$ cat src/sv/htw_ram.sv
module htw_ram #(
  parameter int WIDTH = 8,
  parameter int DEPTH = 16
) (
  input  logic                     clk,
  input  logic                     we,
  input  logic [$clog2(DEPTH)-1:0] waddr,
  input  logic [WIDTH-1:0]         wdata,
  input  logic                     re,
  input  logic [$clog2(DEPTH)-1:0] raddr,
  output logic [WIDTH-1:0]         rdata
);

  logic [WIDTH-1:0] mem [DEPTH];

  always_ff @(posedge clk) begin
    if (we) begin
      mem[waddr] <= wdata;
    end
    if (re) begin
      rdata <= mem[raddr];
    end
  end

endmodule

$ cat config.mk
export PLATFORM = sky130hd
export DESIGN_NAME = htw_ram
export DESIGN_NICKNAME = d
export VERILOG_FILES = /design/src/sv/htw_ram.sv
export SDC_FILE = /design/constraint.sdc
export NUM_CORES = 1
export LEC_CHECK = 0
export BUFFER_PORTS_ARGS = -buffer_cell sky130_fd_sc_hd__buf_2
export CORE_UTILIZATION = 45
export DETAILED_ROUTE_END_ITERATION = 12
export GPL_TIMING_DRIVEN = 0
export PLACE_DENSITY_LB_ADDON = 0.08
export SLEW_MARGIN = 20
export SYNTH_ARGS = -nofsm -noshare
export SYNTH_HDL_FRONTEND = slang
export SYNTH_SLANG_ARGS = --single-unit
$ cat constraint.sdc
create_clock -name clk -period 2.9 [get_ports clk]
set_input_delay 0.58 -clock clk [delete_from_list [all_inputs] [get_ports clk]]
set_output_delay 0.58 -clock clk [all_outputs]
set_load 0.005 [all_outputs]
* Word-level counts from Yosys, hierarchy flattened *
Memories as Yosys holds them, arrays and structs flattened. A register that Yosys moved wholly into a read port is not among the register bits.
Index checks and enable logic that the tools add are counted.

cells by class
  div/mod/pow operators = 0
  reduce and logical (&&, ||, !) cells = 0
  shift-type cells = 0
  add/subtract/negate cells = 0
  mux-type cells = 2
  magnitude comparators = 0
  bitwise gates (word level) = 0
  equality and inequality tests = 0
  multipliers = 0

operators by type and width
  cell              number
  2-to-1 mux 1 bit  2

storage, ports and cells
  latch bits = 0
  RAM bits = 128
  word-level logic and storage cells = 3
  register bits = 0
  output and inout bits = 8
  bits of input ports = 19
  memories kept = 1
  memory bits (read-only) = 0

memory list
  name  depth  width  read ports  clocked after memory_dff  wr ports  line  source
  mem   16     8      1           1                         1         14    logic [WIDTH-1:0] mem [DEPTH];

* Longest topological paths before layout *
  depth after elaboration = 2
  gate-level depth with buffers = 5
  depth with buffers taken out = 3

* Worst setup path before layout *
OpenSTA, ideal clock, no wires.

  kind = input to register
  from = input port waddr[2]
  to = memory mem[0][0] (enable)
  path slack = 827 ps
  path buffers = 0
  stages = 2
  arrival time = 1690 ps
  library setup time = 383 ps
  required time = 2517 ps
  cell sequence = or3b_2 -> nor3_1

RTL lines
  what                line  source
  start: declaration  7     input logic [$clog2(DEPTH)-1:0] waddr,
  end: declaration    14

Straight into the memory's write port.

* Worst setup path after layout *
  from = input port waddr[2]
  to = memory mem[2][7] (enable)

Straight into the memory's write port.

==> metrics.cfg <==
[status]
status = complete, no violations

[synth]
ys.flop_type = edfxtp_1
synth_area_per_cell_um2 = 22.8
synth_common_cells = 136 x edfxtp_1, 18 x mux4_2, 16 x a22oi_1, 14 x mux4_1, 13 x nor2_1
yosys_warnings = 0
yosysSeqAreaShare_pct = 78.1
ys_async_sr_fraction_pct = 0
ys_ff_latch = 136
ys_types = 18
netlist_area_um2 = 5230
netlist_top_cells_area = edfxtp_1 78%, mux4_2 7.8%, mux4_1 7.0%, a22oi_1 2.3%, nor2_1 0.93%
synth_edf_count = 136
synth_fp_nets = 248
syn-instance-count = 229
synth.most_common_cell = edfxtp_1
synth_top_area_cell = edfxtp_1
synth_top_area_share_pct = 78.1

[timing]
setup_viol = 0
drv_slew = 0
skew_ps = 10.1
fin_setup_tns_ps = 0
fin_crit_sh_pct = 64.4
max_freq_mhz = 535
hold_violations = 0
worstMarginPinSlew_ps = 832
rsz0062_at_grt = no
slew_headroom_pct = 44.3
period_needed_ps = 1870
worst_slack_ps = 1030

[die]
die_w_um = 110
num_rows = 38
start_util_pct = 47.2
die_area_um2 = 12100
ioPinCount = 27
die_h_um = 110
core_area_um2 = 11100

[route]
drt_first_pass_iters = 5
post_drt_via_cell_ratio = 5.56
wl_um = 9810
ant_nets = 0
drcViolationCount = 0
num_vias = 2369
routedWlPerCell_um = 23.0
drtIter0Drc = 134

[job]
drv_cap = 0

[global_route]
grt_pass1_vias = 2422
met1_usage_pct = 26.8
grt_max_degree = 17
grt_pass1_wl_um = 14600
met3_usage_pct = 4.39
grt_busiest_layer = met2
met2_usage_pct = 27.2
antenna_found_initial = 0
grtUsageTotal_pct = 18.5
grt_overflow = 0

[power_and_ir_drop]
ir_drop_mv = 0.333
p_total_w = 0.00468
p_leak_nw = 2.06
pwr_density_cell_nw_per_um2 = 757

[clock_tree]
cts-root-buf = clkbuf_16
clk_latency_ps = 400
cts_tree = yes
cts_resized = 0
cts_made_buffers = 17
holdBufCountCts = 0
cts.sinks = 136
cts_setup_buffers = 0
cts_max_level = 4
clkSlewWorstSetupHoldPaths_ps = 60
ctsLongestPathBuffers = 2

[placed_design]
dp.final_hpwl_um = 6270
place_inst = 394
dp_slack_ps = 614
place_congestion = 0.666
port-buffer-count = 25

[layout]
nets = 292
finalNonFillerCells = 426
nFillCells = 838
synthToLayoutAreaGrowth_pct = 18.1
antenna-diode-count = 0
drive_gt1_share_pct = 31.1
final_core_utilization_pct = 55.7

[worst_setup_path]
reg2reg_from = mem[7][7]$_DFFE_PP_
arrival_ps = 1890
path_class = input pin to register
start_kind = input pin
crit_fanout = 8
critical_path.startpoint = waddr[2]
cp-end-kind = register
cp.required_ps = 2920

[worst_hold_path]
hold_start = re
hold_path.class = input pin to register

critical path, cell delays in order:
cell	delay, ps
buf_2	110
or3b_2	530
nor2_1	660
power by group:
part / switching [W] / total [W] / internal, W / leakage, nW
clock network: 0.000797 / 0.00224 / 0.00145 / 0.305
registers: 0.00000861 / 0.00222 / 0.00222 / 1.24
logic: 0.000124 / 0.000209 / 0.0000854 / 0.523
total: 0.000929 / 0.00468 / 0.00375 / 2.06
area by class of cell:
class / count / area, um^2 / share of cell area (%)
well taps: 140 / 175 / 2.84
repair buffers: 25 / 125 / 2.03
clock inverters: 14 / 199 / 3.22
multi-input cells: 83 / 1080 / 17.4
flip-flops and latches: 136 / 4080 / 66.1
clock buffers: 18 / 429 / 6.95
plain buffers: 10 / 86.3 / 1.40
sequential cells by signal, summed over array words and instances (netlist names):
register,cells
mem,128
rdata,8
stage by stage:
step / cell area, um^2 / hold WS (ps)
after floorplan: 5230 / 679
after global placement: 5530 / 738
after detailed placement: 5550 / 752
after CTS: 6180 / 519
after global routing: 6180 / 505
final: 6180 / 517
logic make-up (layout without fill, tap and decap cells):
group / count (synthesis) / count (layout) / share of synthesized area [%]
AND/OR/NAND/NOR: 35 / 35 / 3.14
AO/OA/AOI/OAI: 16 / 16 / 2.30
flip-flops: 136 / 136 / 78.1
buffers and inverters: 10 / 67 / 1.65
multiplexers: 32 / 32 / 14.8
layer usage:
| layer | wire length [um] | share of wire, % |
|---|---|---|
| met1 | 4490 | 46 |
| met2 | 4600 | 47 |
| met3 | 599 | 6.1 |
| met4 | 122 | 1.2 |
| met5 | 0 | 0 |
cell usage in the layout (no fill, tap or decap):
cell type,synthesis,routed
nor2b_1,1,1
nand3b_1,2,2
clkinv_4,0,5
nor2_1,13,13
mux4_2,18,18
and2_1,1,1
edfxtp_1,136,136
clkbuf_1,0,1
a22oi_1,16,16
clkinv_2,0,2
nand2_1,9,9
bufinv_16,0,4
clkdlybuf4s25_2,3,3
inv_6,0,2
nand3_1,1,1
buf_4,1,1
and2b_1,1,1
mux4_1,14,14
clkbuf_16,0,17
buf_2,3,28
nand2b_1,2,2
buf_6,3,3
clkinvlp_4,0,1
or3b_2,1,1
nor3_2,0,4
worst paths after layout:
path              slack (ps)  cells past startpoint                   to
setup / recovery        1030                      3  mem[2][7]$_DFFE_PP_
hold / removal           520                      1   rdata[4]$_DFFE_PP_
setup reg to reg        1280                      3   rdata[7]$_DFFE_PP_
hold reg to reg          770                      3   rdata[2]$_DFFE_PP_
Note: power is estimated with default switching activity, not from simulation.
