### src/sv/htw_pkg.sv
package htw_pkg;

  localparam int NODE_DEPTH_DEF = 512;

  localparam int IDX_W  = 9;
  localparam int SYM_W  = 8;
  localparam int CODE_W = 8;
  localparam int CNT_W  = 4;

  localparam logic OP_LOAD   = 1'b0;
  localparam logic OP_DECODE = 1'b1;

  // one node store entry, 28 bits
  typedef struct packed {
    logic [SYM_W-1:0] leaf_symbol;
    logic             has_right;
    logic             has_left;
    logic [IDX_W-1:0] right_index;
    logic [IDX_W-1:0] left_index;
  } node_t;

  localparam int NODE_W = $bits(node_t);

  typedef struct packed {
    logic              opcode;
    logic [IDX_W-1:0]  node_index;
    logic [IDX_W-1:0]  left_index;
    logic [IDX_W-1:0]  right_index;
    logic              has_left;
    logic              has_right;
    logic [SYM_W-1:0]  leaf_symbol;
    logic [CODE_W-1:0] code_byte;
    logic [CNT_W-1:0]  bit_count;
  } in_item_t;

  typedef struct packed {
    logic [SYM_W-1:0] symbol;
    logic             last_of_item;
  } out_item_t;

  // code bit shifter control and status
  typedef struct packed {
    logic load;
    logic shift;
  } bs_ctl_t;

  typedef struct packed {
    logic msb;
    logic one_left;
    logic empty;
  } bs_stat_t;

endpackage

### src/sv/htw_bitser.sv
module htw_bitser
  import htw_pkg::*;
(
  input  logic              clk,
  input  logic              rst,
  input  bs_ctl_t           ctl,
  input  logic [CODE_W-1:0] code_byte,
  input  logic [CNT_W-1:0]  bit_count,
  output bs_stat_t          stat
);

  logic [CODE_W-1:0] shreg;
  logic [CNT_W-1:0]  cnt;
  logic [CNT_W-1:0]  cnt_sat;

  // counts above a full byte saturate
  assign cnt_sat = (bit_count > CNT_W'(CODE_W)) ? CNT_W'(CODE_W) : bit_count;

  always_ff @(posedge clk) begin
    if (rst) begin
      cnt <= '0;
    end else if (ctl.load) begin
      // first valid bit lands in the MSB
      shreg <= code_byte << (CNT_W'(CODE_W) - cnt_sat);
      cnt   <= cnt_sat;
    end else if (ctl.shift) begin
      shreg <= {shreg[CODE_W-2:0], 1'b0};
      cnt   <= cnt - CNT_W'(1);
    end
  end

  assign stat.msb      = shreg[CODE_W-1];
  assign stat.one_left = (cnt == CNT_W'(1));
  assign stat.empty    = (cnt == '0);

endmodule

### config.mk
export PLATFORM = sky130hd
export DESIGN_NAME = htw_bitser
export DESIGN_NICKNAME = d
export VERILOG_FILES = /design/src/sv/htw_pkg.sv /design/src/sv/htw_bitser.sv
export SDC_FILE = /design/constraint.sdc
export NUM_CORES = 1
export LEC_CHECK = 0
export ABC_AREA = 1
export BUFFER_PORTS_ARGS = -buffer_cell sky130_fd_sc_hd__buf_4
export CAP_MARGIN = 0
export CORE_UTILIZATION = 30
export CTS_CLUSTER_SIZE = 20
export DETAILED_ROUTE_END_ITERATION = 8
export PLACE_DENSITY = 0.49
export SKIP_CTS_REPAIR_TIMING = 1
export SYNTH_ARGS = -nofsm -noshare
export SYNTH_HDL_FRONTEND = slang
export SYNTH_SLANG_ARGS = --single-unit
### constraint.sdc
create_clock -name clk -period 1.7 [get_ports clk]
set_input_delay 0.17 -clock clk [delete_from_list [all_inputs] [get_ports clk]]
set_output_delay 0.17 -clock clk [all_outputs]
set_load 0.01 [all_outputs]
---- After elaboration in Yosys (flattened, before gate mapping) ----
Index checks and enable logic that the tools add are counted.
storage, ports and cells
  logic and storage cells ................. 16
  output and inout bits ................... 3
  bits of input ports ..................... 16
  register bits ........................... 12
operators by class
  bitwise operators ....................... 1
  reductions and logical operators ........ 3
  mux-type cells .......................... 5
  add/sub/neg operators ................... 2
  order comparisons ....................... 1
  shifts and indexed selects .............. 1
  equal/unequal tests ..................... 1
operator list
  cell                 count
  $mux 8               2
  $mux 4               3
  $shl 8x4->8          1
  $eq 4x1->1 const B   1
  $gt 4x4->1 const B   1
  $logic_not 4->1      1
  $sub 4x1->4 const B  1
  $sub 4x4->4 const A  1
  $reduce_and 2->1     1
  $reduce_bool 2->1    1
  $not 1->1            1

---- Longest topological paths before layout ----
Gate-level depths: netlist of the first run.
  depth after elaboration ................. 5
  mapped depth ............................ 12
  mapped depth without buffers ............ 12

---- Least setup slack after synthesis of the first run ----
OpenSTA, ideal clock, no wires.
  path type ............................... input port to flip-flop
  start ................................... input bit_count[3]
  end ..................................... register shreg[6] (data pin)
  arrival ................................. 1.059 ns
  data required time ...................... 1.441 ns
  path buffers ............................ 0
  slack ................................... 0.383 ns
  cell stages on the path ................. 8
  setup time .............................. 0.259 ns
  cell sequence ........................... inv_1 nand2_2 ha_1 inv_1 nand3_1 nand2_1 nand2_1 nand3_1
on the way
  cells in the longest elaborated chain, start to end .. 5
RTL lines
  item                  RTL line          source
  start, declared       htw_bitser.sv:8   input logic [CNT_W-1:0] bit_count,
  $gt 4x4->1            htw_bitser.sv:17  assign cnt_sat = (bit_count > CNT_W'(CODE_W)) ? CNT_W'(CODE_W) : bit_count;
  $mux 4 (*)            htw_bitser.sv:17
  $sub 4x4->4 (*)       htw_bitser.sv:24  shreg <= code_byte << (CNT_W'(CODE_W) - cnt_sat);
  $shl 8x4->8 (*)       htw_bitser.sv:24
  $mux 8 (*)            htw_bitser.sv:22  end else if (ctl.load) begin
  end signal, assigned  htw_bitser.sv:24
  end signal, assigned  htw_bitser.sv:27  shreg <= {shreg[CODE_W-2:0], 1'b0};
  end, declared         htw_bitser.sv:12  logic [CODE_W-1:0] shreg;
Every way passes the cells marked *; elsewhere a longest branch is shown, timed or not.
A chain may end at the register's enable or synchronous reset.

==> results of run 1 <==
metal layers:
metal,global-route usage (%),up-vias
li1,-,486
met3,2.76,5
met5,0,-
met1,20.9,391
met2,18.7,20
met4,6.27,0
Yosys cell counts:
master | number | area, sq um
a21boi_0 | 1 | 7.51
a21oi_1 | 3 | 15.0
a31oi_1 | 2 | 12.5
buf_4 | 1 | 7.51
dfxtp_1 | 4 | 80.1
edfxtp_1 | 8 | 240
ha_1 | 3 | 37.5
inv_1 | 22 | 82.6
inv_2 | 1 | 3.75
nand2_1 | 56 | 210
nand2_2 | 1 | 6.26
nand3_1 | 18 | 90.1
nor2_1 | 12 | 45.0
nor2_2 | 1 | 6.26
o21ai_0 | 5 | 25.0
o21bai_1 | 1 | 7.51
xor2_1 | 1 | 8.76
how the worst min path moves through the flow:
stage | startpoint | end | slack (ns)
6_report | rst | cnt[2]$_SDFFE_PP0N_ | 0.07
5_1_grt | rst | cnt[2]$_SDFFE_PP0N_ | 0.08
4_1_cts | rst | cnt[2]$_SDFFE_PP0N_ | 0.07
3_5_place_dp | rst | cnt[2]$_SDFFE_PP0N_ | 0.38
3_3_place_gp | rst | cnt[2]$_SDFFE_PP0N_ | 0.38
2_1_floorplan | rst | cnt[3]$_SDFFE_PP0N_ | 0.24
cells by family after synthesis:
logic type / after synthesis / synth area share, %
and+or+nand+nor: 88 / 40.4
DFF: 12 / 36.2
buffers and inverters: 24 / 10.6
xor gates and xnor gates: 1 / 0.989
adders and majority gates: 3 / 4.24
AOI/OAI and AO/OA: 12 / 7.63
sequential cells by signal, indices dropped and copies added (netlist names):
register	count
cnt	4
shreg	8
through the flow:
stage	instances	area [sq um]	total power, mW	hold WS, ns	setup WS (ns)
3_3_place_gp	190	1070	0.576	0.376	0.134
4_1_cts	194	1090	0.763	0.0734	0.327
3_5_place_dp	190	1070	0.576	0.378	0.121
2_1_floorplan	140	886	0.495	0.239	0.383
5_1_grt	194	1090	0.809	0.0761	0.235
6_report	194	1090	0.762	0.0699	0.316
power by group through the flow:
| stage | registers (mW) | logic (mW) | clock network [mW] |
|---|---|---|---|
| CTS | 0.352 | 0.218 | 0.193 |
| finish | 0.352 | 0.216 | 0.194 |
| global placement | 0.358 | 0.218 | 0 |
| global route | 0.354 | 0.248 | 0.207 |
| detailed placement | 0.359 | 0.217 | 0 |
| floorplan | 0.355 | 0.141 | 0 |
worst register-to-register path, stage by stage (launching register included):
cell,delay (ns)
dfxtp_1,0.37
inv_1,0.08
ha_1,0.28
o21ai_0,0.19
o21bai_1,0.08
inv_1,0.05
area by class of cell:
| class | count | area share (%) |
|---|---|---|
| clock inverter | 1 | 0.343 |
| inverter | 23 | 7.89 |
| timing repair buffer | 20 | 13.7 |
| multi-input combinational | 104 | 43.1 |
| clock buffer | 3 | 2.06 |
| tap | 31 | 3.55 |
| sequential | 12 | 29.3 |
==> metrics.md, run 1 <==
| Metric | Value |
|---|---|
| Max stage delay on crit path | `0.37 ns` |
| Final #Nets | `183` |
| Antenna diodes | `0` |
| TritonCTS Buffers | `3` |
| Hold Vio Cnt, Final | `0` |
| Buf/Inv on CP | `2` |
| Storage cell area | `320 sq um` |
| Max-slew violations | `0` |
| Post-Syn Nets | `159` |
| Fin Setup TNS | `0 ns` |
| RD Place Congestion | `0.843` |
| Switching Share | `32.0%` |
| Reg2reg setup slack | `0.59 ns` |
| Synth unique cells | `17` |
| Die area | `0.00317 sq mm` |
| Core footprint | `0.00278 sq mm` |
| Post-Syn Area | `886 sq um` |
| DRT met1 WL | `1070 um` |
| Detail Placement HPWL | `1600 um` |
| Met3 wire length | `82 um` |
| CP Data Arrival Time | `1.21 ns` |
| Most frequent cells in the layout | `56 x nand2_1, 22 x inv_1, 20 x buf_4` |
| Crit Reg-Reg Endpoint | `cnt[1]$_SDFFE_PP0N_` |
| Crit end category | `output pin` |
| CTS tree | `built` |
| Worst Hold Class | `in2reg` |
| Comb pwr share | `28.3%` |
| Sequential fraction of the synthesis area | `36.2%` |
| Clk sink count | `12` |
| Setup crit start kind | `register` |
| Mapped Cells | `140` |
| DRC viols | `0` |
| Synthesized area per cell | `6.33 sq um` |
| WL final | `1960 um` |
| Flop pwr share | `46.2%` |
| Leak | `0.587 nW` |
| WS Path Type | `reg2out` |
| Pwr dens | `697 mW/mm^2` |
| Hold path cells | `2` |
| # IOs | `19` |
| Top Metal Used | `met4` |
| CTS H-Tree Depth | `1` |
| FF+latch count, synth | `12` |
| FP Rows | `19` |
| Total of max-cap violations | `0` |
| Worst path depth | `5` |
| Ratio of cells with drive above 1 in the final layout | `16.0%` |
| R2R cell count | `5` |
| Max_slew headroom | `76.8%` |
| Final period utilization | `81.4%` |
| Critical path fanouts, max | `3` |
| GRT Residual Overflow | `0` |
| Clock transition at path regs | `0.08 ns` |
| WL/cell | `10.1 um` |
| Clock Path Buffers | `2` |
| Worst Tran Pin Value | `0.348 ns` |
| Antenna violations before repair | `0` |
| Fill cells | `321` |
| Worst R2R Start | `cnt[0]$_SDFFE_PP0N_` |
| Final core occ | `39.3%` |
| Die width | `56.3 um` |
| First drt pass iteration count | `4` |
| Layout Skew | `0.00517 ns` |
| Met2 routed WL | `763 um` |
| Vias in the first global route | `801` |
| GR Util All Layers | `13.9%` |
| Outcome | `finished, final reports clean` |
| Clk network pwr share | `25.5%` |
| Yosys warnings | `0` |
| Last element of the critical path | `stat[0]` |
| Vias | `902` |
| Max rail drop VDD | `0.000341 V` |
| Number of nets still failing antenna checks after routing | `0` |
| Area Overhead vs Synth | `23.4%` |
| Die Y | `56.3 um` |
| Largest delay share family, worst path | `flip-flops` |
| 1st-iter DRT viols | `51` |
| RSZ-0062 raised after global routing | `false` |
| Period minus WS final | `1.38 ns` |
| Setup violations, final | `0` |
| Port buffer count | `18` |
| Fmax | `723 MHz` |
| CTS root buf | `clkbuf_4` |
| Critical path launch point | `cnt[0]$_SDFFE_PP0N_` |
| Clk_lat worst skew | `0.29 ns` |
| Pint | `518 uW` |
| Crit path max-delay cell type | `dfxtp_1` |
| Net Sw Power | `244 uW` |
| Multi-input logic area | `472 sq um` |
| Vias per cell | `4.65` |
| CP required | `1.53 ns` |
| Commonest non-fill, non-tap cell in the layout | `nand2_1` |
| Largest net degree at the start of global routing | `10` |
| Starting density of the core | `31.8%` |
| Critical-path cell list | `inv_1, ha_1, nand2_1, nor2_1, buf_4` |
| First-pass GRT wire length | `3480 um` |
Note: power is estimated with default switching activity, not from simulation.
==> inputs of run 2 (changes only) <==
- PLACE_DENSITY: 0.49 -> 0.51
- clock period: 1.7 -> 1.2 ns (I/O delays scaled with it)
==> run 2 against run 1 <==
The flow now finishes with violations (negative setup slack). Routed wire length is 1.8% higher. Via count is 0.67% higher. Power up 48%. Cell area is 15% higher. Combinational power up 72%. Critical path depth stayed put. Register-to-register slack worse by 0.43 ns. Worst setup slack got worse by 0.32 ns. Flip-flop and latch count unchanged. Global-route usage shrank 0.88 points. First-iteration DRC count decreased by 49%. Clock skew decreased by 0.0036 ns. Largest cell class unchanged. Largest power group unchanged.
==> metrics.md, run 2 (same netlist as run 1, synthesis figures left out) <==
| Metric | Value |
|---|---|
| Outcome | `finished, violations left` |
| Failing checks | `negative setup slack` |
| Final period utilization | `100%` |
| Clock transition at path regs | `0.08 ns` |
| Last element of the critical path | `stat[0]` |
| Crit end category | `output pin` |
| Worst Tran Pin Value | `0.608 ns` |
| 1st-iter DRT viols | `26` |
| Leak | `0.641 nW` |
| Number of nets still failing antenna checks after routing | `0` |
| Fmax | `831 MHz` |
| Crit Reg-Reg Endpoint | `cnt[1]$_SDFFE_PP0N_` |
| # IOs | `19` |
| Critical path fanouts, max | `3` |
| Critical-path cell list | `inv_4, ha_4, nand2_2, nor2_2, buf_4` |
| DRC viols | `0` |
| PnR worst setup slack | `-0.00318 ns` |
| Setup violations, final | `1` |
| Port buffer count | `18` |
| Commonest non-fill, non-tap cell in the layout | `nand2_1` |
| Pwr dens | `893 mW/mm^2` |
| Die area | `0.00317 sq mm` |
| R2R cell count | `5` |
| GRT Residual Overflow | `0` |
| Worst Hold Class | `in2reg` |
| Most frequent cells in the layout | `53 x nand2_1, 29 x buf_4, 17 x inv_1` |
| CTS H-Tree Depth | `1` |
| First-pass GRT wire length | `3320 um` |
| Period minus WS final | `1.20 ns` |
| Clock Path Buffers | `2` |
| Core footprint | `0.00278 sq mm` |
| Max_slew headroom | `59.3%` |
| Worst path depth | `5` |
| WHS | `0.0414 ns` |
| TritonCTS Buffers | `3` |
| Clk sink count | `12` |
| GR Util All Layers | `13.0%` |
| Fin Setup TNS | `-0.00318 ns` |
| Largest Register | `shreg` |
| Critical path launch point | `cnt[0]$_SDFFE_PP0N_` |
| CP Data Arrival Time | `1.08 ns` |
| Max rail drop VDD | `0.000487 V` |
| WL final | `2000 um` |
| Largest net degree at the start of global routing | `10` |
| Vias in the first global route | `824` |
| Largest delay share family, worst path | `flip-flops` |
| Antenna diodes | `0` |
| WL/cell | `9.83 um` |
| WS Path Type | `reg2out` |
| Die Y | `56.3 um` |
| Hold Vio Cnt, Final | `0` |
| Starting density of the core | `31.8%` |
| Worst R2R Start | `cnt[0]$_SDFFE_PP0N_` |
| Reg2reg setup slack | `0.16 ns` |
| Max FFs per register | `8` |
| Vias | `908` |
| Setup crit start kind | `register` |
| FP Rows | `19` |
| Layout Skew | `0.00155 ns` |
| Final #Nets | `192` |
| Die width | `56.3 um` |
| Antenna violations before repair | `0` |
| Total of max-cap violations | `0` |
| RD Place Congestion | `0.794` |
| Max-slew violations | `0` |
| Clk_lat worst skew | `0.26 ns` |
| RSZ-0062 raised after global routing | `true` |
| Area Overhead vs Synth | `42.5%` |
| First drt pass iteration count | `4` |
| CP required | `1.08 ns` |
| Biggest regs | `shreg (8), cnt (4)` |
| Buf/Inv on CP | `2` |
| Crit path max-delay cell type | `dfxtp_4` |
| Ratio of cells with drive above 1 in the final layout | `32.6%` |
| CTS tree | `built` |
| Detail Placement HPWL | `1600 um` |
| Vias per cell | `4.47` |
| Max stage delay on crit path | `0.37 ns` |
| CTS root buf | `clkbuf_4` |
run 2: changes by cell type in the layout (fill, tap and decap cells not counted), moves of 3 or more:
cell     delta
buf_4       +9
nor2_1      -3
ha_4        +3
nand2_1     -3
nand3_1     -5
nand3_2     +5
inv_1       -5
nand2_2     +3
ha_1        -3
run 2: area by class of cell:
class | instances | area, sq um
clock buffers | 3 | 22.5
clock inverters | 1 | 3.75
fillers | 301 | 1520
inverters | 23 | 95.1
multi-input cells | 104 | 559
flip-flops and latches | 12 | 325
well taps | 31 | 38.8
repair buffers | 29 | 218
run 2: stage by stage:
stage               worst slack (ns)  std cells  utilization [%]  power, mW  instance area, sq um
floorplan                     0.0160        140                -      0.708                   898
global placement              -0.182        198             41.0      0.835                  1140
global route                 -0.0602        203             45.4       1.21                  1260
CTS                           -0.106        202             41.9       1.09                  1170
finish                      -0.00318        203             45.4       1.13                  1260
detailed placement            -0.211        198             41.0      0.838                  1140
run 2: layer usage:
layer	track usage [%]	routed length, um	up-vias
li1	-	-	502
met1	17.7	979	390
met2	20.9	960	14
met3	1.38	35	2
met4	5.23	19	0
met5	0	0	-
run 2: how the worst min path moves through the flow:
stage | cells past startpoint | to | slack [ns] | from
global route | 2 | cnt[0]$_SDFFE_PP0N_ | 0.04 | rst
floorplan | 1 | cnt[3]$_SDFFE_PP0N_ | 0.19 | rst
CTS | 2 | cnt[3]$_SDFFE_PP0N_ | 0.04 | rst
global placement | 2 | cnt[0]$_SDFFE_PP0N_ | 0.32 | rst
detailed placement | 2 | cnt[3]$_SDFFE_PP0N_ | 0.32 | rst
finish | 2 | cnt[0]$_SDFFE_PP0N_ | 0.04 | rst
run 2: report_power, final:
group	total (mW)	internal [mW]	leakage, nW	switching [mW]
clock	0.253	0.120	0.0154	0.132
sequential	0.503	0.484	0.111	0.0194
combinational	0.372	0.171	0.514	0.200
run 2: worst register-to-register path, cell delays in order, from the launching register on:
cell and delay (ns):
dfxtp_4 0.38, inv_4 0.05, ha_4 0.25, o21ai_0 0.08, o21bai_1 0.13, inv_1 0.05
